### config.mk
export PLATFORM = sky130hd
export DESIGN_NAME = utf16_to_utf8_transcoder_unit
export DESIGN_NICKNAME = d
export VERILOG_FILES = /design/src/hw/rtl/u2u8_pkg.sv /design/src/hw/rtl/u2u8_front.sv /design/src/hw/rtl/u2u8_queue.sv /design/src/hw/rtl/u2u8_back.sv /design/src/hw/rtl/utf16_to_utf8_transcoder_unit.sv
export SDC_FILE = /design/constraint.sdc
export NUM_CORES = 1
export LEC_CHECK = 0
export BUFFER_PORTS_ARGS = -buffer_cell sky130_fd_sc_hd__buf_2
export CAP_MARGIN = 20
export CORE_MARGIN = 3
export CORE_UTILIZATION = 35
export DETAILED_ROUTE_END_ITERATION = 6
export PLACE_DENSITY = 0.52
export SYNTH_ARGS = -nofsm -noshare
export SYNTH_HDL_FRONTEND = slang
export SYNTH_SLANG_ARGS = --single-unit
### constraint.sdc
create_clock -name clk -period 6.8 [get_ports clk]
set_clock_uncertainty 0.05 [all_clocks]
set_input_delay 1.36 -clock clk [delete_from_list [all_inputs] [get_ports clk]]
set_output_delay 1.36 -clock clk [all_outputs]
set_load 0.02 [all_outputs]
### src/hw/rtl/u2u8_pkg.sv
// u2u8_pkg: shared types, constants and UTF-8 byte helpers for the transcoder.
// No dependencies; imported by every transcoder module.
package u2u8_pkg;

  localparam int CP_W = 21;

  localparam logic [1:0] PH_MARK0 = 2'd0;
  localparam logic [1:0] PH_MARK1 = 2'd1;
  localparam logic [1:0] PH_CONV  = 2'd2;
  localparam logic [1:0] PH_BAD   = 2'd3;

  localparam logic [7:0] BOM_FF = 8'hFF;
  localparam logic [7:0] BOM_FE = 8'hFE;

  localparam logic [15:0] SURR_HI_LO = 16'hD800;
  localparam logic [15:0] SURR_HI_HI = 16'hDBFF;
  localparam logic [5:0]  SURR_HI_TAG = 6'b110110;
  localparam logic [CP_W-1:0] SUPP_BASE = 21'h10000;
  localparam logic [CP_W-1:0] CP_CR = 21'h0000D;

  localparam logic [7:0] LEAD2 = 8'hC0;
  localparam logic [7:0] LEAD3 = 8'hE0;
  localparam logic [7:0] LEAD4 = 8'hF0;
  localparam logic [7:0] CONT  = 8'h80;

  // one queued job: either an error word or a code point to encode
  typedef struct packed {
    logic            err;
    logic [CP_W-1:0] cp;
  } job_t;

  // number of bytes minus one
  function automatic logic [1:0] job_len_m1(job_t j);
    logic [1:0] r;
    if (j.err || j.cp < 21'h80) r = 2'd0;
    else if (j.cp < 21'h800) r = 2'd1;
    else if (j.cp < 21'h10000) r = 2'd2;
    else r = 2'd3;
    return r;
  endfunction

  function automatic logic [7:0] job_byte(job_t j, logic [1:0] len_m1, logic [1:0] idx);
    logic [7:0] r;
    logic [1:0] sh;
    sh = len_m1 - idx;
    r = 8'h00;
    if (j.err) begin
      r = 8'h00;
    end else if (idx == 2'd0) begin
      unique case (len_m1)
        2'd0: r = j.cp[7:0];
        2'd1: r = LEAD2 | {3'b000, j.cp[10:6]};
        2'd2: r = LEAD3 | {4'b0000, j.cp[15:12]};
        2'd3: r = LEAD4 | {5'b00000, j.cp[20:18]};
        default: r = 8'h00;
      endcase
    end else begin
      unique case (sh)
        2'd0: r = CONT | {2'b00, j.cp[5:0]};
        2'd1: r = CONT | {2'b00, j.cp[11:6]};
        2'd2: r = CONT | {2'b00, j.cp[17:12]};
        default: r = CONT;
      endcase
    end
    return r;
  endfunction

endpackage

### src/hw/rtl/u2u8_front.sv
// u2u8_front: order-mark check, byte pairing and surrogate joining.
// Uses u2u8_pkg; pushes one job per word that yields output.
module u2u8_front
  import u2u8_pkg::*;
(
  input  logic       clk,
  input  logic       rst_n,
  input  logic       acc,
  input  logic [7:0] data_byte,
  input  logic       end_of_stream,
  output logic       push,
  output job_t       push_job
);

  logic [1:0] phase_r, phase_nxt;
  logic [7:0] mark_r, mark_nxt;
  logic       big_r, big_nxt;
  logic       half_v_r, half_v_nxt;
  logic [7:0] half_b_r, half_b_nxt;
  logic       hs_v_r, hs_v_nxt;
  logic [9:0] hs_r, hs_nxt;
  logic [15:0] unit;
  logic [CP_W-1:0] supp_cp;

  assign unit = big_r ? {half_b_r, data_byte} : {data_byte, half_b_r};
  assign supp_cp = SUPP_BASE + {1'b0, hs_r, unit[9:0]};

  always_comb begin
    phase_nxt  = phase_r;
    mark_nxt   = mark_r;
    big_nxt    = big_r;
    half_v_nxt = half_v_r;
    half_b_nxt = half_b_r;
    hs_v_nxt   = hs_v_r;
    hs_nxt     = hs_r;
    push       = 1'b0;
    push_job   = '0;
    if (acc) begin
      if (end_of_stream) begin
        if (phase_r == PH_MARK1) begin
          push = 1'b1;
          push_job.err = 1'b1;
        end else if (phase_r == PH_CONV && hs_v_r) begin
          push = 1'b1;
          push_job.cp = {5'd0, SURR_HI_TAG, hs_r};
        end
        phase_nxt  = PH_MARK0;
        half_v_nxt = 1'b0;
        half_b_nxt = 8'h00;
        hs_v_nxt   = 1'b0;
        hs_nxt     = 10'd0;
      end else begin
        unique case (phase_r)
          PH_MARK0: begin
            mark_nxt  = data_byte;
            phase_nxt = PH_MARK1;
          end
          PH_MARK1: begin
            if (mark_r == BOM_FF && data_byte == BOM_FE) begin
              big_nxt   = 1'b0;
              phase_nxt = PH_CONV;
            end else if (mark_r == BOM_FE && data_byte == BOM_FF) begin
              big_nxt   = 1'b1;
              phase_nxt = PH_CONV;
            end else begin
              phase_nxt = PH_BAD;
              push = 1'b1;
              push_job.err = 1'b1;
            end
          end
          PH_CONV: begin
            if (!half_v_r) begin
              half_b_nxt = data_byte;
              half_v_nxt = 1'b1;
            end else begin
              half_v_nxt = 1'b0;
              if (hs_v_r) begin
                hs_v_nxt = 1'b0;
                hs_nxt   = 10'd0;
                push = 1'b1;
                push_job.cp = supp_cp;
              end else if (unit >= SURR_HI_LO && unit <= SURR_HI_HI) begin
                hs_nxt   = unit[9:0];
                hs_v_nxt = 1'b1;
              end else begin
                push_job.cp = {5'd0, unit};
                push = (push_job.cp != '0) && (push_job.cp != CP_CR);
              end
            end
          end
          PH_BAD: begin
          end
          default: begin
          end
        endcase
      end
    end
  end

  always_ff @(posedge clk) begin
    if (!rst_n) begin
      phase_r  <= PH_MARK0;
      mark_r   <= 8'h00;
      big_r    <= 1'b0;
      half_v_r <= 1'b0;
      half_b_r <= 8'h00;
      hs_v_r   <= 1'b0;
      hs_r     <= 10'd0;
    end else begin
      phase_r  <= phase_nxt;
      mark_r   <= mark_nxt;
      big_r    <= big_nxt;
      half_v_r <= half_v_nxt;
      half_b_r <= half_b_nxt;
      hs_v_r   <= hs_v_nxt;
      hs_r     <= hs_nxt;
    end
  end

endmodule

### src/hw/rtl/u2u8_queue.sv
// u2u8_queue: small job FIFO between front and back ends.
// Uses u2u8_pkg for job_t.
module u2u8_queue
  import u2u8_pkg::*;
#(
  parameter int DEPTH = 4
) (
  input  logic clk,
  input  logic rst_n,
  input  logic push,
  input  job_t push_job,
  input  logic pop,
  output job_t head,
  output logic empty,
  output logic full
);

  localparam int PTR_W = (DEPTH > 1) ? $clog2(DEPTH) : 1;
  localparam int CNT_W = $clog2(DEPTH + 1);
  localparam logic [PTR_W-1:0] LAST_PTR = PTR_W'(DEPTH - 1);
  localparam logic [CNT_W-1:0] FULL_CNT = CNT_W'(DEPTH);

  job_t mem_r [DEPTH];
  logic [PTR_W-1:0] wr_r, wr_nxt, rd_r, rd_nxt;
  logic [CNT_W-1:0] cnt_r, cnt_nxt;

  assign empty = (cnt_r == '0);
  assign full  = (cnt_r == FULL_CNT);
  assign head  = mem_r[rd_r];

  always_comb begin
    wr_nxt  = wr_r;
    rd_nxt  = rd_r;
    cnt_nxt = cnt_r;
    if (push) wr_nxt = (wr_r == LAST_PTR) ? '0 : wr_r + 1'b1;
    if (pop)  rd_nxt = (rd_r == LAST_PTR) ? '0 : rd_r + 1'b1;
    if (push && !pop) cnt_nxt = cnt_r + 1'b1;
    else if (pop && !push) cnt_nxt = cnt_r - 1'b1;
  end

  always_ff @(posedge clk) begin
    if (push) mem_r[wr_r] <= push_job;
  end

  always_ff @(posedge clk) begin
    if (!rst_n) begin
      wr_r  <= '0;
      rd_r  <= '0;
      cnt_r <= '0;
    end else begin
      wr_r  <= wr_nxt;
      rd_r  <= rd_nxt;
      cnt_r <= cnt_nxt;
    end
  end

endmodule

### src/hw/rtl/u2u8_back.sv
// u2u8_back: serialises each job into UTF-8 bytes through an output register.
// Uses u2u8_pkg for job_t and byte helpers.
module u2u8_back
  import u2u8_pkg::*;
(
  input  logic       clk,
  input  logic       rst_n,
  input  job_t       head,
  input  logic       empty,
  output logic       pop,
  output logic       out_valid,
  input  logic       out_stall,
  output logic [7:0] out_byte,
  output logic       out_last_of_run,
  output logic       out_bom_error
);

  job_t       job_r;
  logic [1:0] len_r, idx_r, idx_nxt;
  logic       busy_r, busy_nxt;
  logic       oval_r, oval_nxt;
  logic [7:0] obyte_r;
  logic       olast_r, oerr_r;
  logic       load, emit, last;

  assign load = !oval_r || !out_stall;
  assign emit = busy_r && load;
  assign last = (idx_r == len_r);
  assign pop  = !empty && (!busy_r || (emit && last));

  always_comb begin
    busy_nxt = busy_r;
    idx_nxt  = idx_r;
    oval_nxt = oval_r;
    if (emit) begin
      oval_nxt = 1'b1;
      if (last) busy_nxt = 1'b0;
      else idx_nxt = idx_r + 1'b1;
    end else if (!out_stall) begin
      oval_nxt = 1'b0;
    end
    if (pop) begin
      busy_nxt = 1'b1;
      idx_nxt  = 2'd0;
    end
  end

  always_ff @(posedge clk) begin
    if (pop) begin
      job_r <= head;
      len_r <= job_len_m1(head);
    end
    if (emit) begin
      obyte_r <= job_byte(job_r, len_r, idx_r);
      olast_r <= last;
      oerr_r  <= job_r.err;
    end
  end

  always_ff @(posedge clk) begin
    if (!rst_n) begin
      busy_r <= 1'b0;
      idx_r  <= 2'd0;
      oval_r <= 1'b0;
    end else begin
      busy_r <= busy_nxt;
      idx_r  <= idx_nxt;
      oval_r <= oval_nxt;
    end
  end

  assign out_valid       = oval_r;
  assign out_byte        = obyte_r;
  assign out_last_of_run = olast_r;
  assign out_bom_error   = oerr_r;

endmodule

### src/hw/rtl/utf16_to_utf8_transcoder_unit.sv
// utf16_to_utf8_transcoder_unit: top level of the UTF-16 to UTF-8 transcoder.
// Instantiates u2u8_front, u2u8_queue and u2u8_back; uses u2u8_pkg.
//
//  channel | ports                                   | dir | handshake
//  input   | in_data_byte, in_end_of_stream          | in  | in_valid / in_stall
//  result  | out_byte, out_last_of_run, out_bom_error | out | out_valid / out_stall
//
// Input: one byte per cycle while the job queue has room; a word's job is formed
// in the cycle its last byte is taken. Output: one byte per cycle unless out_stall
// holds or no job waits, 1 to 4 per job, set by the single output register.
// rst_n is synchronous; it empties the queue and returns to awaiting an order mark.
// in_stall rises only when the queue is full; out_stall holds the output register.
module utf16_to_utf8_transcoder_unit
  import u2u8_pkg::*;
#(
  parameter int QUEUE_DEPTH = 4
) (
  input  logic       clk,
  input  logic       rst_n,
  input  logic       in_valid,
  output logic       in_stall,
  input  logic [7:0] in_data_byte,
  input  logic       in_end_of_stream,
  output logic       out_valid,
  input  logic       out_stall,
  output logic [7:0] out_byte,
  output logic       out_last_of_run,
  output logic       out_bom_error
);

  logic acc, push, pop, empty, full;
  job_t push_job, head;

  assign in_stall = full;
  assign acc      = in_valid && !full;

  u2u8_front u_front (
    .clk           (clk),
    .rst_n         (rst_n),
    .acc           (acc),
    .data_byte     (in_data_byte),
    .end_of_stream (in_end_of_stream),
    .push          (push),
    .push_job      (push_job)
  );

  u2u8_queue #(
    .DEPTH (QUEUE_DEPTH)
  ) u_queue (
    .clk      (clk),
    .rst_n    (rst_n),
    .push     (push),
    .push_job (push_job),
    .pop      (pop),
    .head     (head),
    .empty    (empty),
    .full     (full)
  );

  u2u8_back u_back (
    .clk             (clk),
    .rst_n           (rst_n),
    .head            (head),
    .empty           (empty),
    .pop             (pop),
    .out_valid       (out_valid),
    .out_stall       (out_stall),
    .out_byte        (out_byte),
    .out_last_of_run (out_last_of_run),
    .out_bom_error   (out_bom_error)
  );

endmodule
==> metrics, run 1 <==
maxcap violations 0; CP required 7.09 ns; sequential power share 46.2%; leakage 2.661 nW; die height roughly 150 µm; design area 8242 µm²; Starting DRT DRC Count 319; initial antenna violation count 0; Clock power frac between 20 and 30%; Post-synth ARST share 0%; Hold Crit Start u_front.mark_r[1]$_SDFFE_PN0P_; Hold-fix buffers, CTS 0; chip width 150.2 µm; Setup TNS Final 0 ns; unique cell type count in the Yosys netlist 51; WL/cell 16.93 µm; Mapped Nets 591; met2 wire len 7333 µm; type of origin of the critical path input port; CTS tree yes; placed insts 835; DR vias/cell 5.157; global-route wire length before repair around 24000 µm; Post-synth EDFFs roughly 120; placer congestion estimate 0.8229; Net Sw Power between 0.8 and 0.9 mW; Post-CTS Setup Inserts 0; fin util 40.47%; Tcrit/Tclk final 56.85%; status completed; input/output buffers 24; WL final 14680 µm; # DRC 0; met3 WL 485 µm; CTS resizes 0; CP Cell Sequence buf_2 -> or3_1 -> a211oi_1 -> or4b_1 -> o2111a_2 -> nor2_4 -> inv_1 -> ha_1 -> inv_1 -> fa_1 -> xor2_1 -> or3_1 -> a21oi_1; DP Area 7684 µm²; synthesis-to-layout area growth 13.24%; clock tree buffer depth 2; clock-pin slew on the worst setup and hold paths 0.06 ns; DP HPWL 10160 µm; Combinational Power Share 23.9%; Place WS 2.501 ns; delay-heaviest family, CP simple AND/OR/NAND/NOR gates; Core ar. 20360 µm²; Post-Synthesis Cells 565; Critical Path End Type flip-flop; CTS H-tree lvls 4; post-synthesis sequential area ratio 62.44%; delay of the slowest cell on the worst path 0.50 ns; post-route ant nets 0; Antenna Cells 0; TritonCTS buffer count 17; layout cells sized above 1 17.42%; CTS Sinks 166; Switching Share 29.88%; TritonRoute pass-1 iters 4; root buffer cell clkbuf_16; Final setup viols 0; Pwr Total ~3.0 mW; final-report max-slew violation count 0; WS Path Type input port to flip-flop; remaining global-route overflow 0; RSZ-0062 raised after global routing no; slowest CP cell or4b_1; total track usage 13.93%; Pwr per Cell Area 363.7 nW/µm²; num rows 52; Tmin final 3.866 ns; crit-path max FO 6; die area around 23000 µm²; ys flop type edfxtp_1; internal power 2.102 mW; final hold viol count 0; Non-Filler Instances about 870; number of global-route vias before repair about 4500; nets between 600 and 700; top sig layer met4; Metal-1 WL roughly 6600 µm; FF+latch count, synth 166; CP arrival 4.16 ns; Clk Latency, worst-skew pair 0.42 ns; via count roughly 4500; area of the mapped netlist about 7300 µm²; yosys warns 0; Hold WS 0.4097 ns; Starting Density 35.74%; worst setup path start in_data_byte[2]; Fmax around 260 MHz; largest net degree at the start of global routing 34; worst ir drop on vdd about 0.00019 V; Mean Syn Cell Area around 13 µm²; # IOs 25; HP Class flip-flop to flip-flop; Worst Setup Slack, final 2.934 ns; Rel. slew slack approximately 30%; worst slew pin tran between 1 and 1.5 ns; CP bufs+invs 3; R2R Path Start u_front.big_r$_SDFFE_PN0P_
final timing paths:
| check | slack (ns) | cells after the start | endpoint |
|---|---|---|---|
| worst max-delay path | 2.93 | 13 | u_queue.cnt_r[2]$_SDFFE_PN0P_ |
| worst min-delay path | 0.41 | 2 | u_front.mark_r[1]$_SDFFE_PN0P_ |
| worst max register to register | 2.97 | 12 | u_queue.cnt_r[2]$_SDFFE_PN0P_ |
| worst min register to register | 0.41 | 2 | u_front.mark_r[1]$_SDFFE_PN0P_ |
placed cells by master (no fill, tap or decap), types with 3 or more instances in the layout:
cell and n:
a211oi_1 4, a21oi_1 45, a22oi_1 9, a31oi_1 4, and2_1 4, and3_1 5
buf_2 24, buf_4 8, clkbuf_16 17, clkinv_4 3, clkinvlp_4 3, dfxtp_1 44
edfxtp_1 122, ha_1 12, inv_1 18, inv_6 4, mux2_2 7, mux2i_1 19
mux4_2 25, nand2_1 41, nand3_1 18, nand3b_1 10, nand4_1 4, nor2_1 51
nor2b_2 4, nor3_1 15, nor4_1 3, o21a_1 3, o21ai_0 24, o21ai_1 3
o31ai_1 3, or3_1 4, xnor2_1 3, xor2_1 4
sequential cells by signal, summed over array words and instances, names as in the netlist, named ones only:
| name | cells |
|---|---|
| u_back.busy_r | 1 |
| u_front.half_b_r | 8 |
| u_front.phase_r | 2 |
| u_front.mark_r | 8 |
| u_front.hs_r | 10 |
| u_front.hs_v_r | 1 |
| u_back.out_byte | 8 |
| u_back.len_r | 2 |
| u_queue.rd_r | 2 |
| u_front.half_v_r | 1 |
| u_back.job_r | 22 |
| u_queue.wr_r | 2 |
| u_back.out_last_of_run | 1 |
| u_queue.cnt_r | 3 |
| u_front.big_r | 1 |
| u_back.idx_r | 2 |
| u_back.out_bom_error | 1 |
| u_queue.mem_r | 88 |
| u_back.out_valid | 1 |
power groups by stage:
stage	Combinational, mW	Sequential [mW]	Clock, mW
2_1_floorplan	0.536	1.40	0
3_3_place_gp	0.712	1.41	0
3_5_place_dp	0.721	1.41	0
4_1_cts	0.725	1.39	0.918
5_1_grt	0.801	1.41	0.963
6_report	0.715	1.39	0.896
cell families (layout without fill, tap and decap cells):
kind of cell,Yosys count,after routing,synth area share (%)
AOI/OAI and AO/OA,106,106,8.561
muxes,51,51,11.43
xor gates and xnor gates,8,8,1.152
and+or+nand+nor,170,170,11.28
adders and majority gates,13,13,2.338
buffers and inverters,51,83,2.802
DFF,166,166,62.44
cell usage after synthesis (2+ instances only):
cell,number,area share [%]
a31oi_1,4,0.34
nand3b_1,10,1.0
nor4_1,3,0.26
nor2b_1,6,0.52
o21ai_1,3,0.21
clkbuf_1,22,1.1
nand2_1,41,2.1
buf_2,7,0.48
inv_1,18,0.93
nand3_1,18,1.2
or4_1,2,0.21
dfxtp_1,44,12
nor3_1,15,1.0
a22oi_1,9,0.93
xor2_1,4,0.48
edfxtp_1,122,50
and3_1,5,0.43
or3_1,4,0.34
buf_1,3,0.15
mux2_2,7,1.1
ha_1,12,2.1
xnor2_1,3,0.36
mux4_2,25,7.7
and2_1,4,0.34
o21a_1,3,0.31
a211oi_1,4,0.41
o31ai_1,3,0.31
nand4_1,4,0.34
o21ai_0,24,1.7
a221oi_1,2,0.24
mux2i_1,19,2.6
a21oi_1,45,3.1
nor2_1,52,2.7
per-layer routing:
metal | vias to the layer above | global-route usage, %
met4 | 0 | 5.215
met3 | 14 | 3.763
met2 | 78 | 23.00
li1 | 2162 | -
met5 | - | 0
met1 | 2217 | 17.60
final cells by class:
cell class | instances | area (µm²)
clock buffers | 17 | 425.4
repair buffers | 34 | 196.4
well taps | 270 | 337.8
fillers | 1916 | 12120
inverters | 18 | 67.56
flip-flops and latches | 166 | 4544
clock inverters | 14 | 127.6
multi-input cells | 348 | 2542
worst reg2reg max path: cells and delay by family, from the launching register on:
family / cells / cell delay [ns]
simple gates: 4 / 1.42
flops: 1 / 1.01
compound gates: 3 / 0.67
fa+ha+maj: 2 / 0.39
buf+inv: 2 / 0.14
xor+xnor: 1 / 0.07
Power figures use the tool's default switching activity.
==> run 2, diff against run 1 <==
Settings changed: ABC_AREA set to 1, PLACE_DENSITY 0.52 to 0.54.
Clock period 6.8 ns to 3.1 ns, I/O delays scaled along.
==> metrics, run 2 <==
largest net degree at the start of global routing 36 (+5.9%); Setup TNS Final 0 ns (unchanged); yosys warns 0 (unchanged); worst setup path start u_back.len_r[0]$_SDFFCE_PP0P_; root buffer cell clkbuf_16; Critical Path End Type flip-flop; Starting DRT DRC Count 377 (+18%); chip width 151.7 µm (+0.99%); CTS H-tree lvls 4 (unchanged); synth top area cells edfxtp_1, dfxtp_1, nand2_1, nor2_1, a21oi_1; CTS resizes 0 (unchanged); Hold-fix buffers, CTS 0 (unchanged); placed insts 1077 (+29%); DP HPWL 11260 µm (+11%); number of global-route vias before repair 5043 (+12%); final hold viol count 0 (unchanged); initial antenna violation count 0 (unchanged); worst slew pin tran 0.7181 ns (-0.3299 ns); remaining global-route overflow 0 (unchanged); final-report max-slew violation count 0 (unchanged); crit-path max FO 6 (unchanged); DR vias/cell 4.845 (-6.0%); Hold Crit Start u_front.mark_r[1]$_SDFFE_PN0P_; FF+latch count, synth 166 (unchanged); nets 852 (+39%); DP Area 7988 µm² (+4.0%); worst ir drop on vdd 0.0003849 V (+110%); Post-synth EDFFs 122 (unchanged); # IOs 25 (unchanged); leakage 3.310 nW (+24%); total track usage 14.91% (+0.99 points); WS Path Type flip-flop to flip-flop; clock-pin slew on the worst setup and hold paths 0.07 ns (about the same); layout cells sized above 1 11.08% (-6.3 points); max reg flops 88 (unchanged); input/output buffers 24 (unchanged); R2R Setup Slk 0.38 ns (-2.59 ns); post-synthesis sequential area ratio 61.17% (-1.3 points); num rows 52 (unchanged); placer congestion estimate 0.8967 (+9.0%); R2R Path Start u_back.len_r[0]$_SDFFCE_PP0P_; design area 8611 µm² (+4.5%); TritonRoute pass-1 iters 5 (+1); WL/cell 14.61 µm (-14%); Reg2Reg Depth 14 (+2); die height 151.7 µm (+0.99%); Final setup viols 0 (unchanged); Clk Latency, worst-skew pair 0.42 ns (about the same); Mapped Nets 812 (+37%); hold path depth 2 (unchanged); die area 23010 µm² (+2.0%); most frequent cells in the layout nand2_1, edfxtp_1, nor2_1, a21oi_1, inv_1; count leader, synth nand2_1; HP Class flip-flop to flip-flop; maxcap violations 0 (unchanged); Rel. slew slack 52.03% (+22 points); synthesis-to-layout area growth 15.90%; status completed; post-route ant nets 0 (unchanged); # DRC 0 (unchanged); Pwr per Cell Area 841.6 nW/µm² (+130%); TritonCTS buffer count 17 (unchanged); most common cell type on the critical path inv_1; CP arrival 2.99 ns (-1.17 ns); CTS Sinks 166 (unchanged); Post-synth ARST share 0% (unchanged); global-route wire length before repair 26320 µm (+9.9%); Tcrit/Tclk final 87.88%; Hold Path End u_front.mark_r[1]$_SDFFE_PN0P_; RSZ-0062 raised after global routing no; Reg-to-Reg End u_queue.cnt_r[1]$_SDFFE_PN0P_; CP Cell Sequence inv_1 -> ha_1 -> inv_1 -> nor2_1 -> inv_1 -> o21ai_0 -> inv_1 -> nor2_4 -> inv_1 -> ha_1 -> inv_1 -> fa_1 -> o21ai_0 -> nor2_1; slowest CP cell edfxtp_1; Post-Synthesis Cells 786 (+39%); Post-CTS Setup Inserts 0 (unchanged); Top Registers u_queue.mem_r (88), u_back.job_r (22), u_front.hs_r (10); Antenna Cells 0 (unchanged); area of the mapped netlist 7430 µm² (+2.1%); CP required 3.37 ns (-3.72 ns); Core ar. 20560 µm² (+0.96%); CTS tree yes; Fmax 367.1 MHz; type of origin of the critical path flip-flop; Yosys top cell area share 49.31% (-1.0 points); Starting Density 36.14% (+0.40 points); Non-Filler Instances 1109 (+28%); Synth area leader edfxtp_1; ys flop type edfxtp_1; Most flops, register u_queue.mem_r; delay of the slowest cell on the worst path 0.44 ns (-0.06 ns); commonest non-fill, non-tap cell in the layout nand2_1; unique cell type count in the Yosys netlist 37 (-27%); Mean Syn Cell Area 9.452 µm² (-27%); Commonest cells post-synth nand2_1, edfxtp_1, nor2_1; clock tree buffer depth 2 (unchanged); WL final 16200 µm (+10%); via count 5373 (+20%); Tmin final 2.724 ns
[run 2: layout make-up]
class | count | area, µm²
fill | 2014 | 11950
sequential | 166 | 4544
multi-input combinational | 522 | 2515
clock buffer | 18 | 439.2
tap | 270 | 337.8
timing repair buffer | 51 | 335.3
inverter | 68 | 255.2
clock inverter | 14 | 183.9
[run 2: cell families after synthesis]
group           share of synthesized area [%]
compound gates                          11.81
xor+xnor                               0.3537
fa+ha+maj                               2.290
buf+inv                                 5.220
flops                                   61.17
simple gates                            19.16
[run 2: worst max-delay path: cells and delay by family, from the launching register on]
| kind | cells | cell delay [ns] |
|---|---|---|
| buffers and inverters | 6 | 0.55 |
| AO/OA/AOI/OAI | 2 | 0.40 |
| AND/OR/NAND/NOR | 3 | 0.29 |
| flip-flops | 1 | 0.44 |
| adder cells (fa/ha/maj) | 3 | 0.90 |
[run 2: worst max-delay path by stage]
stage	slack (ns)	depth (start not counted)	endpoint
final	0.38	14	u_queue.cnt_r[1]$_SDFFE_PN0P_
after CTS	0.38	14	u_queue.cnt_r[1]$_SDFFE_PN0P_
after detailed placement	0.22	20	u_queue.cnt_r[2]$_SDFFE_PN0P_
after global routing	0.05	14	u_queue.cnt_r[1]$_SDFFE_PN0P_
after floorplan	0.19	14	u_queue.cnt_r[1]$_SDFFE_PN0P_
after global placement	0.29	20	u_queue.cnt_r[2]$_SDFFE_PN0P_
[run 2: metal layers]
metal | wire length [µm] | global-route usage, % | vias to the layer above
met2 | 7827 | 25.04 | 107
met4 | 235 | 4.133 | 0
met5 | 0 | 0 | -
met1 | 7535 | 19.51 | 2472
li1 | - | - | 2775
met3 | 600 | 3.302 | 19
[run 2: report_power, final]
part	internal (mW)	total, mW	switching, mW	leakage (nW)
sequential	2.89	3.08	0.192	1.51
combinational	0.652	1.96	1.31	1.49
clock	1.31	2.21	0.894	0.305
total	4.85	7.25	2.40	3.31
[run 2: per-stage QoR]
step | total power, mW | hold slack, ns | setup WS (ns) | utilization (%)
after floorplan | 4.453 | 0.3744 | 0.1911 | -
after global placement | 5.103 | 0.4030 | 0.2939 | 38.85
after detailed placement | 5.104 | 0.4067 | 0.2161 | 38.85
after CTS | 7.318 | 0.4125 | 0.3761 | 41.88
after global routing | 7.720 | 0.4340 | 0.04778 | 41.88
final | 7.247 | 0.4182 | 0.3758 | 41.88
==> run 3, diff against run 2 <==
Settings changed: CORE_UTILIZATION 35 to 50, PLACE_DENSITY 0.54 to 0.71.
==> metrics, run 3 (synthesis results as in run 2) <==
delay of the slowest cell on the worst path 0.45 ns (about the same); placer congestion estimate 0.9667 (+7.8%); crit-path max FO 6 (unchanged); commonest non-fill, non-tap cell in the layout nand2_1; HP Class flip-flop to flip-flop; number of global-route vias before repair 5395 (+7.0%); most common cell type on the critical path inv_1; Tmin final 2.810 ns (+0.08582 ns); Hold-fix buffers, CTS 0 (unchanged); DP HPWL 11340 µm (+0.72%); leakage 3.253 nW (-1.7%); Filler Cells Inserted 1196 (-41%); die area 16360 µm² (-29%); max reg flops 88 (unchanged); Core ar. 14200 µm² (-31%); nets 847 (-0.59%); Most flops, register u_queue.mem_r; Pwr per Cell Area 845.5 nW/µm² (+0.45%); die height 127.9 µm (-16%); CP Cell Sequence inv_1 -> ha_1 -> inv_1 -> nor2_1 -> inv_1 -> o21ai_0 -> inv_1 -> nor2_4 -> inv_1 -> ha_1 -> inv_1 -> fa_1 -> o21ai_0 -> nor2_1; CTS Sinks 166 (unchanged); maxcap violations 0 (unchanged); status completed; worst ir drop on vdd 0.0003792 V (-1.5%); TritonCTS buffer count 17 (unchanged); clock-pin slew on the worst setup and hold paths 0.06 ns (about the same); TritonRoute pass-1 iters 5 (unchanged); layout cells sized above 1 9.832% (-1.3 points); post-route ant nets 0 (unchanged); Worst Setup Slack, final 0.2899 ns (-0.08582 ns); Place WS 0.2259 ns (+0.009793 ns); design area 8398 µm² (-2.5%); Fmax 355.9 MHz (-3.1%); Clk Latency, worst-skew pair 0.42 ns (about the same); Antenna Cells 0 (unchanged); largest net degree at the start of global routing 47 (+31%); Critical Path End Type flip-flop; type of origin of the critical path flip-flop; # DRC 0 (unchanged); WL final 16450 µm (+1.5%); Starting Density 52.31% (+16 points); via count 5658 (+5.3%); remaining global-route overflow 0 (unchanged); initial antenna violation count 0 (unchanged); CP bufs+invs 6 (unchanged); Top Registers u_queue.mem_r (88), u_back.job_r (22), u_front.hs_r (10); worst slew pin tran 0.9374 ns (+0.2193 ns); clock tree buffer depth 2 (unchanged); global-route wire length before repair 27100 µm (+3.0%); input/output buffers 24 (unchanged); final hold viol count 0 (unchanged); Rel. slew slack 37.27% (-15 points); CP arrival 3.08 ns (+0.09 ns); root buffer cell clkbuf_16; total track usage 21.08% (+6.2 points); delay-heaviest family, CP adder cells; WS Path Type flip-flop to flip-flop; CP required 3.37 ns (about the same); CTS H-tree lvls 4 (unchanged); Hold WS 0.4182 ns (-0.00006100 ns); Final setup viols 0 (unchanged); num rows 43 (-17%); WL/cell 16.22 µm (+11%); synthesis-to-layout area growth 13.03%; RSZ-0062 raised after global routing no; slowest CP cell edfxtp_1; chip width 127.9 µm (-16%); # IOs 25 (unchanged); final-report max-slew violation count 0 (unchanged); Starting DRT DRC Count 517 (+37%); Setup TNS Final 0 ns (unchanged); DR vias/cell 5.580 (+15%); CTS tree yes; most frequent cells in the layout nand2_1, edfxtp_1, nor2_1, a21oi_1, inv_1; Tcrit/Tclk final 90.65% (+2.8 points); DP Area 7825 µm² (-2.0%)
-- run 3: routing by layer --
layer	up-vias	share of wire, %	GRT usage (%)
met5	-	0	0
met4	0	2.8	8.427
met3	38	5.1	4.167
met2	177	48	34.87
met1	2689	44	27.38
li1	2754	-	-
-- run 3: final timing paths --
path,startpoint,end,slack (ns),cells after the start
worst max-delay path,u_back.len_r[0]$_SDFFCE_PP0P_,u_queue.cnt_r[1]$_SDFFE_PN0P_,0.29,14
worst min-delay path,u_front.mark_r[7]$_SDFFE_PN0P_,u_front.mark_r[7]$_SDFFE_PN0P_,0.42,2
worst max register to register,u_back.len_r[0]$_SDFFCE_PP0P_,u_queue.cnt_r[1]$_SDFFE_PN0P_,0.29,14
worst min register to register,u_front.mark_r[7]$_SDFFE_PN0P_,u_front.mark_r[7]$_SDFFE_PN0P_,0.42,2
-- run 3: through the flow --
stage                     power, mW  std cells  utilization (%)
after CTS                     7.140       1014            59.12
after global placement        5.019        982            55.09
after detailed placement      5.081        982            55.09
after global routing          7.530       1014            59.13
after floorplan               4.453        786                -
final                         7.100       1014            59.13
-- run 3: cell type report --
| cell class | instances | area [µm²] | share of cell area (%) |
|---|---|---|---|
| Clock buffer | 20 | 436.7 | 5.200 |
| Timing Repair Buffer | 46 | 285.3 | 3.397 |
| Multi-Input combinational cell | 522 | 2515 | 29.95 |
| Sequential cell | 166 | 4546 | 54.13 |
| Clock inverter | 12 | 135.1 | 1.609 |
| Tap cell | 180 | 225.2 | 2.682 |
| Inverter | 68 | 255.2 | 3.039 |
-- run 3: where the power goes --
| group | leakage [nW] | internal [mW] | switching, mW | total [mW] |
|---|---|---|---|---|
| combinational | 1.46 | 0.628 | 1.34 | 1.96 |
| sequential | 1.51 | 2.89 | 0.191 | 3.08 |
| clock | 0.274 | 1.25 | 0.808 | 2.06 |
-- run 3: what timing repair did --
| action | 4_1_cts | 5_1_grt |
|---|---|---|
| gates resized for setup | 0 | 2 |
| endpoints found under the setup margin | 0 | 1 |
| setup buffers | 0 | 0 |
-- run 3: worst min-delay path: cells and delay by family (launching register included) --
kind / cells / cell delay [ns]
and+or+nand+nor: 1 / 0.06
DFF: 1 / 0.31
AOI/OAI and AO/OA: 1 / 0.05
